**config.mk**
```make
export PLATFORM = sky130hd
export DESIGN_NAME = json_string_unescape_utf8_unit
export DESIGN_NICKNAME = d
export VERILOG_FILES = /design/src/rtl/jsu_pkg.sv /design/src/rtl/jsu_front.sv /design/src/rtl/jsu_queue.sv /design/src/rtl/jsu_back.sv /design/src/rtl/json_string_unescape_utf8_unit.sv
export SDC_FILE = /design/constraint.sdc
export NUM_CORES = 1
export LEC_CHECK = 0
export BUFFER_PORTS_ARGS = -buffer_cell sky130_fd_sc_hd__buf_2
export CAP_MARGIN = 5
export CORE_ASPECT_RATIO = 0.8
export CORE_MARGIN = 3
export CORE_UTILIZATION = 62
export CTS_CLUSTER_SIZE = 8
export DETAILED_ROUTE_END_ITERATION = 16
export PLACE_DENSITY_LB_ADDON = 0.05
export SLEW_MARGIN = 20
export SYNTH_ARGS = -nofsm -noshare
export SYNTH_HDL_FRONTEND = slang
export SYNTH_SLANG_ARGS = --single-unit
```
**constraint.sdc**
```tcl
create_clock -name clk -period 4.5 [get_ports clk]
set_clock_uncertainty 0.15 [all_clocks]
set_input_delay 0.225 -clock clk [delete_from_list [all_inputs] [get_ports clk]]
set_output_delay 0.225 -clock clk [all_outputs]
set_load 0.03 [all_outputs]
```
**src/rtl/jsu_pkg.sv**
```systemverilog
// types, codes and helpers shared by the json string unescape unit
`timescale 1ns / 1ps
package jsu_pkg;

  localparam logic [1:0] MODE_NORMAL = 2'd0;
  localparam logic [1:0] MODE_ESCAPE = 2'd1;
  localparam logic [1:0] MODE_HEX    = 2'd2;
  localparam logic [1:0] MODE_DONE   = 2'd3;

  localparam logic [1:0] KIND_BYTE  = 2'd0;
  localparam logic [1:0] KIND_DONE  = 2'd1;
  localparam logic [1:0] KIND_ERROR = 2'd2;

  localparam int QDEPTH = 4;
  localparam int QPTR_W = $clog2(QDEPTH);
  localparam int QCNT_W = $clog2(QDEPTH + 1);

  typedef struct packed {
    logic [7:0] text_byte;
    logic       text_end;
  } jsu_in_t;

  typedef struct packed {
    logic [7:0] out_byte;
    logic [1:0] kind;
    logic       last_of_run;
  } jsu_out_t;

  // results caused by one input item, first byte in slot 0
  typedef struct packed {
    logic [1:0]      cnt;
    logic [1:0]      kind;
    logic [2:0][7:0] bytes;
  } jsu_run_t;

  // bit 4 set when the character is not a hex digit
  function automatic logic [4:0] hex_val(input logic [7:0] c);
    logic [4:0] v;
    v = 5'h10;
    if (c >= 8'h30 && c <= 8'h39) v = {1'b0, 4'(c - 8'h30)};
    else if (c >= 8'h61 && c <= 8'h66) v = {1'b0, 4'(c - 8'h57)};
    else if (c >= 8'h41 && c <= 8'h46) v = {1'b0, 4'(c - 8'h37)};
    return v;
  endfunction

endpackage

```
**src/rtl/jsu_front.sv**
```systemverilog
// front end: escape parser that turns each input request into a run of results
`timescale 1ns / 1ps
module jsu_front (
  input  logic              clk,
  input  logic              rst_n,
  input  logic              accept,
  input  jsu_pkg::jsu_in_t  req,
  output logic              run_push,
  output jsu_pkg::jsu_run_t run
);

  logic [1:0]  mode_r, mode_nxt;
  logic [1:0]  hex_cnt_r, hex_cnt_nxt;
  logic [15:0] code_r, code_nxt;
  logic [4:0]  hv;
  logic [15:0] code_cat;

  always_comb begin
    run         = '0;
    mode_nxt    = mode_r;
    hex_cnt_nxt = hex_cnt_r;
    code_nxt    = code_r;
    hv          = jsu_pkg::hex_val(req.text_byte);
    code_cat    = {code_r[11:0], hv[3:0]};
    if (req.text_end) begin
      case (mode_r)
        jsu_pkg::MODE_NORMAL: begin
          run.cnt  = 2'd1;
          run.kind = jsu_pkg::KIND_DONE;
        end
        jsu_pkg::MODE_ESCAPE, jsu_pkg::MODE_HEX: begin
          run.cnt  = 2'd1;
          run.kind = jsu_pkg::KIND_ERROR;
        end
        default: ;
      endcase
      mode_nxt    = jsu_pkg::MODE_NORMAL;
      hex_cnt_nxt = 2'd0;
      code_nxt    = 16'd0;
    end else begin
      case (mode_r)
        jsu_pkg::MODE_NORMAL: begin
          if (req.text_byte == 8'h22) begin
            run.cnt  = 2'd1;
            run.kind = jsu_pkg::KIND_DONE;
            mode_nxt = jsu_pkg::MODE_DONE;
          end else if (req.text_byte == 8'h5c) begin
            mode_nxt = jsu_pkg::MODE_ESCAPE;
          end else begin
            run.cnt      = 2'd1;
            run.kind     = jsu_pkg::KIND_BYTE;
            run.bytes[0] = req.text_byte;
          end
        end
        jsu_pkg::MODE_ESCAPE: begin
          run.cnt  = 2'd1;
          run.kind = jsu_pkg::KIND_BYTE;
          mode_nxt = jsu_pkg::MODE_NORMAL;
          case (req.text_byte)
            8'h22: run.bytes[0] = 8'h22;
            8'h5c: run.bytes[0] = 8'h5c;
            8'h2f: run.bytes[0] = 8'h2f;
            8'h62: run.bytes[0] = 8'h08;
            8'h66: run.bytes[0] = 8'h0c;
            8'h6e: run.bytes[0] = 8'h0a;
            8'h72: run.bytes[0] = 8'h0d;
            8'h74: run.bytes[0] = 8'h09;
            8'h75: begin
              run.cnt     = 2'd0;
              mode_nxt    = jsu_pkg::MODE_HEX;
              hex_cnt_nxt = 2'd0;
              code_nxt    = 16'd0;
            end
            default: begin
              run.kind = jsu_pkg::KIND_ERROR;
              mode_nxt = jsu_pkg::MODE_DONE;
            end
          endcase
        end
        jsu_pkg::MODE_HEX: begin
          if (hv[4]) begin
            run.cnt  = 2'd1;
            run.kind = jsu_pkg::KIND_ERROR;
            mode_nxt = jsu_pkg::MODE_DONE;
          end else if (hex_cnt_r == 2'd3) begin
            run.kind = jsu_pkg::KIND_BYTE;
            if (code_cat[15:7] == 9'd0) begin
              run.cnt      = 2'd1;
              run.bytes[0] = code_cat[7:0];
            end else if (code_cat[15:11] == 5'd0) begin
              run.cnt      = 2'd2;
              run.bytes[0] = {3'b110, code_cat[10:6]};
              run.bytes[1] = {2'b10, code_cat[5:0]};
            end else begin
              run.cnt      = 2'd3;
              run.bytes[0] = {4'b1110, code_cat[15:12]};
              run.bytes[1] = {2'b10, code_cat[11:6]};
              run.bytes[2] = {2'b10, code_cat[5:0]};
            end
            mode_nxt    = jsu_pkg::MODE_NORMAL;
            hex_cnt_nxt = 2'd0;
            code_nxt    = 16'd0;
          end else begin
            hex_cnt_nxt = hex_cnt_r + 2'd1;
            code_nxt    = code_cat;
          end
        end
        default: ;
      endcase
    end
  end

  assign run_push = accept && (run.cnt != 2'd0);

  always_ff @(posedge clk) begin
    if (!rst_n) begin
      mode_r    <= jsu_pkg::MODE_NORMAL;
      hex_cnt_r <= 2'd0;
      code_r    <= 16'd0;
    end else if (accept) begin
      mode_r    <= mode_nxt;
      hex_cnt_r <= hex_cnt_nxt;
      code_r    <= code_nxt;
    end
  end

endmodule

```
**src/rtl/jsu_queue.sv**
```systemverilog
// short run queue between the parser and the result sequencer
`timescale 1ns / 1ps
module jsu_queue (
  input  logic              clk,
  input  logic              rst_n,
  input  logic              push,
  input  jsu_pkg::jsu_run_t wdata,
  input  logic              pop,
  output jsu_pkg::jsu_run_t rdata,
  output logic              full,
  output logic              empty
);

  jsu_pkg::jsu_run_t               mem_r [jsu_pkg::QDEPTH];
  logic [jsu_pkg::QPTR_W-1:0]      wr_ptr_r, rd_ptr_r;
  logic [jsu_pkg::QCNT_W-1:0]      cnt_r;
  logic                            do_push, do_pop;

  assign full    = (cnt_r == jsu_pkg::QCNT_W'(jsu_pkg::QDEPTH));
  assign empty   = (cnt_r == '0);
  assign do_push = push && !full;
  assign do_pop  = pop && !empty;
  assign rdata   = mem_r[rd_ptr_r];

  always_ff @(posedge clk) begin
    if (do_push) begin
      mem_r[wr_ptr_r] <= wdata;
    end
  end

  always_ff @(posedge clk) begin
    if (!rst_n) begin
      wr_ptr_r <= '0;
      rd_ptr_r <= '0;
      cnt_r    <= '0;
    end else begin
      if (do_push) wr_ptr_r <= wr_ptr_r + jsu_pkg::QPTR_W'(1);
      if (do_pop) rd_ptr_r <= rd_ptr_r + jsu_pkg::QPTR_W'(1);
      if (do_push && !do_pop) cnt_r <= cnt_r + jsu_pkg::QCNT_W'(1);
      else if (do_pop && !do_push) cnt_r <= cnt_r - jsu_pkg::QCNT_W'(1);
    end
  end

endmodule

```
**src/rtl/jsu_back.sv**
```systemverilog
// back end: plays out each queued run one result per cycle while out_pop is high
`timescale 1ns / 1ps
module jsu_back (
  input  logic              clk,
  input  logic              rst_n,
  input  jsu_pkg::jsu_run_t q_head,
  input  logic              q_empty,
  output logic              q_pop,
  output logic              out_empty,
  input  logic              out_pop,
  output jsu_pkg::jsu_out_t out_req
);

  jsu_pkg::jsu_run_t cur_r;
  logic              cur_valid_r;
  logic [1:0]        idx_r;
  logic              take, fin, is_last;

  assign is_last = (idx_r == cur_r.cnt - 2'd1);
  assign take    = out_pop && cur_valid_r;
  assign fin     = take && is_last;
  assign q_pop   = (!cur_valid_r || fin) && !q_empty;

  assign out_empty           = !cur_valid_r;
  assign out_req.out_byte    = cur_r.bytes[idx_r];
  assign out_req.kind        = cur_r.kind;
  assign out_req.last_of_run = is_last;

  always_ff @(posedge clk) begin
    if (q_pop) begin
      cur_r <= q_head;
    end
  end

  always_ff @(posedge clk) begin
    if (!rst_n) begin
      cur_valid_r <= 1'b0;
      idx_r       <= 2'd0;
    end else if (q_pop) begin
      cur_valid_r <= 1'b1;
      idx_r       <= 2'd0;
    end else if (fin) begin
      cur_valid_r <= 1'b0;
      idx_r       <= 2'd0;
    end else if (take) begin
      idx_r <= idx_r + 2'd1;
    end
  end

  a_idx_in_run: assert property (@(posedge clk) disable iff (!rst_n)
    cur_valid_r |-> (idx_r < cur_r.cnt))
    else $error("result index past end of run");

  a_run_nonempty: assert property (@(posedge clk) disable iff (!rst_n)
    cur_valid_r |-> (cur_r.cnt != 2'd0))
    else $error("empty run loaded");

  a_drain: assert property (@(posedge clk) disable iff (!rst_n)
    (fin && q_empty) |=> out_empty)
    else $error("result shown after run drained");

  a_no_skip: assert property (@(posedge clk) disable iff (!rst_n)
    (cur_valid_r && !out_pop) |=> (cur_valid_r && $stable(idx_r)))
    else $error("result lost while stalled");

endmodule

```
**src/rtl/json_string_unescape_utf8_unit.sv**
```systemverilog
// top level of the json string unescape unit with utf-8 encoding of \u escapes
`timescale 1ns / 1ps
// Takes one text byte per cycle while not full (push/full) and gives decoded
// bytes, completion and error results one per cycle (empty/pop). The parser
// turns each request into a run of zero to three results in the same cycle it
// is accepted; runs wait in a four-entry queue and the result stage plays them
// out, so a \u escape that needs three UTF-8 bytes occupies the output for all
// three while input keeps flowing until the queue fills. An accepted byte's
// first result passes through a queue entry and then the result stage register
// before it shows.
module json_string_unescape_utf8_unit (
  input  logic              clk,
  input  logic              rst_n,
  input  logic              in_push,
  output logic              in_full,
  input  jsu_pkg::jsu_in_t  in_req,
  output logic              out_empty,
  input  logic              out_pop,
  output jsu_pkg::jsu_out_t out_req
);

  jsu_pkg::jsu_run_t run, q_head;
  logic              run_push, q_pop, q_empty, accept;

  assign accept = in_push && !in_full;

  jsu_front u_front (
    .clk      (clk),
    .rst_n    (rst_n),
    .accept   (accept),
    .req      (in_req),
    .run_push (run_push),
    .run      (run)
  );

  jsu_queue u_queue (
    .clk   (clk),
    .rst_n (rst_n),
    .push  (run_push),
    .wdata (run),
    .pop   (q_pop),
    .rdata (q_head),
    .full  (in_full),
    .empty (q_empty)
  );

  jsu_back u_back (
    .clk       (clk),
    .rst_n     (rst_n),
    .q_head    (q_head),
    .q_empty   (q_empty),
    .q_pop     (q_pop),
    .out_empty (out_empty),
    .out_pop   (out_pop),
    .out_req   (out_req)
  );

endmodule
```
==> impl_metrics.json <==
{
  "status": "finished clean",
  "io_buffers": 25,
  "crit_type": "flip-flop to flip-flop",
  "grt_pass1_wl_um": 24000,
  "worst_slew_margin_rel": 0.314,
  "avgSynthCellArea_um2": 13.7,
  "final_util": 0.718,
  "yosys-top-cells-count": "130 x edfxtp_1, 34 x a21oi_1, 29 x o21ai_0, 26 x dfxtp_1, 26 x mux4_2",
  "route.layer.met1.wl_um": 6790,
  "worstMarginPinSlew_ns": 1.03,
  "grt_overflow_total": 0,
  "dr_wl_met2_um": 7390,
  "postCtsSetupRepairBufs": 0,
  "maxClockFrequency_mhz": 290,
  "route.antenna.remaining_nets": 0,
  "core_um2": 11100,
  "peakVddDrop_v": 0.000392,
  "vias_per_cell": 6.54,
  "layout-drive-gt1-share": 0.178,
  "gp_congestion": 0.910,
  "die_area_um2": 12900,
  "clock-sinks": 156,
  "seqPwrFrac": 0.472,
  "ys_seq_area_frac": 0.619,
  "drc": 0,
  "yosysWarnings": 0,
  "grt_max_degree": 30,
  "routed.top_layer": "met4",
  "cp-start-kind": "flip-flop",
  "p_int_uw": 3000,
  "netSwitchingFraction": 0.300,
  "antenna_found_initial": 0,
  "pwr-share-comb": 0.209,
  "timing.final.hold_violations": 0,
  "crit_required_ns": 4.68,
  "setup_viol": 0,
  "met3_length_um": 1090,
  "root_buffer": "clkbuf_16",
  "totalWireLength_um": 15600,
  "syn_inst": 523,
  "maxCapViolCount": 0,
  "synth.most_common_cell": "edfxtp_1",
  "power_density_nw_per_um2": 541,
  "ctsHoldBuffers": 0,
  "netlist_top_cells_area": "edfxtp_1 55%, mux4_2 8.2%, dfxtp_1 7.3%, ha_1 2.5%, a21oi_1 2.4%",
  "crit_fanout": 7,
  "maxSlewViolCount": 0,
  "layout_min_cycle_time_ns": 3.45,
  "cpPeakStageDelay_ns": 0.65,
  "power.leakage_uw": 0.00275,
  "initial_core_util": 0.646,
  "die_x_um": 126,
  "area_delta_synth_final_pct": 11.0,
  "vias": 4576,
  "synth-edff-count": 130,
  "rsz0062_at_grt": "false",
  "syn_area_um2": 7150,
  "dr.pass1.iters": 6,
  "dieHeight_um": 102,
  "p_switching_uw": 1290,
  "h-tree-depth": 4,
  "synthArstFlopShare": 0,
  "fin_crit_sh": 0.766,
  "clkTransAtPathRegs_ns": 0.07,
  "drtIter0Drc": 406,
  "end_kind": "flip-flop",
  "grt_usage": 0.249,
  "synth_top_area_frac": 0.546,
  "nFillCells": 750,
  "num_antenna_cells": 0,
  "pre_cts_slack_ns": 0.890,
  "path_cells": "or4_1 -> o31ai_1 -> o2111ai_1 -> o31a_1 -> ha_1 -> inv_1 -> fa_1 -> xor2_1 -> or3_1 -> a21oi_1",
  "fin_ws_ns": 1.05,
  "ys.flop_type": "edfxtp_1",
  "cts_buffers": 17,
  "post_drt_wl_per_cell_um": 22.3,
  "cts_resized": 0,
  "cts_buffer_depth": 2,
  "cp_slowest_cell": "or4_1",
  "clk_latency_ns": 0.42,
  "tritoncts": "built",
  "synth-seq-cells": 156,
  "hold_path_class": "input pin to flip-flop",
  "finalNetCount": 571,
  "finalSetupTns_ns": 0,
  "grt_pass1_vias": 4375,
  "syn-num-nets": 551,
  "yosysUniqueCellTypes": 66,
  "ioPinCount": 26,
  "rows": 34,
  "cp.arrival_ns": 3.63,
  "dp_hpwl_um": 10100,
  "power_frac_clock": 0.319,
  "synth_top_area_cell": "edfxtp_1"
}
[power groups by stage]
stage	sequential (uW)	combinational (uW)	clock (uW)
2_1_floorplan	1950	750	0
3_3_place_gp	2040	871	0
3_5_place_dp	2060	896	0
4_1_cts	2030	903	1390
5_1_grt	2060	960	1440
6_report	2030	896	1370
[flip-flops by register name (all words and copies together), names as in the netlist]
register and count:
u_back.cur_r 24, u_back.cur_valid_r 1, u_back.idx_r 2, u_back.out_req 2, u_front.code_r 12, u_front.hex_cnt_r 2
u_front.mode_r 2, u_queue.cnt_r 3, u_queue.mem_r 104, u_queue.rd_ptr_r 2, u_queue.wr_ptr_r 2
[cell type report]
cell class	instances	area, um2	area share
Tap cell	144	180	0.0227
Timing Repair Buffer	32	178	0.0224
Multi-Input combinational cell	313	2490	0.314
Clock inverter	13	124	0.0156
Inverter	23	86.3	0.0109
Clock buffer	19	454	0.0572
Sequential cell	156	4430	0.558
[metal layers]
layer  vias up  global-route usage
met4         0              0.0890
met1      2248               0.355
li1       2095                   -
met2       206               0.387
met3        27              0.0533
met5         -                   0
[cell families after synthesis]
kind of cell    synth area share
compound gates             0.104
xor+xnor                 0.00735
fa+ha+maj                 0.0273
buf+inv                   0.0333
flops                      0.619
mux                       0.0973
simple gates               0.112
[worst paths after layout]
check / start / to / slack (ns) / depth (start not counted)
worst max register to register: u_front.code_r[7] / u_queue.cnt_r[2] / 1.05 / 10
worst max-delay path: u_front.code_r[7] / u_queue.cnt_r[2] / 1.05 / 10
worst min-delay path: rst_n / u_queue.wr_ptr_r[0] / 0.1 / 4
worst min register to register: u_front.hex_cnt_r[1] / u_front.hex_cnt_r[1] / 0.34 / 2
[metrics by stage]
step                      std cells  hold WS, ns  power (uW)  area [um2]
after global routing            700        0.110        4460        7940
final                           700       0.0977        4290        7940
after detailed placement        668        0.332        2950        7360
after global placement          668        0.315        2910        7360
after floorplan                 523        0.254        2700        7150
after CTS                       700       0.0866        4320        7940
[layout by cell type, fill, tap and decap left out, drive strengths merged, types with 6 or more instances in the layout]
cell / count
ha: 14
and3: 7
or4: 11
mux2i: 11
nor3: 12
nand4: 11
and2: 7
dfxtp: 26
nand3: 11
inv: 31
a21oi: 34
a22o: 6
mux4: 26
nor2: 25
edfxtp: 130
clkbuf: 19
nand2: 19
buf: 32
o21ai: 31
nand2b: 8
[critical path: cells and delay by family (launching register included)]
family | cells | cell delay (ns)
fa+ha+maj | 2 | 0.39
simple gates | 2 | 0.96
compound gates | 4 | 1.37
flops | 1 | 0.34
xor+xnor | 1 | 0.07
buf+inv | 1 | 0.07
Power figures use the tool's default switching activity.
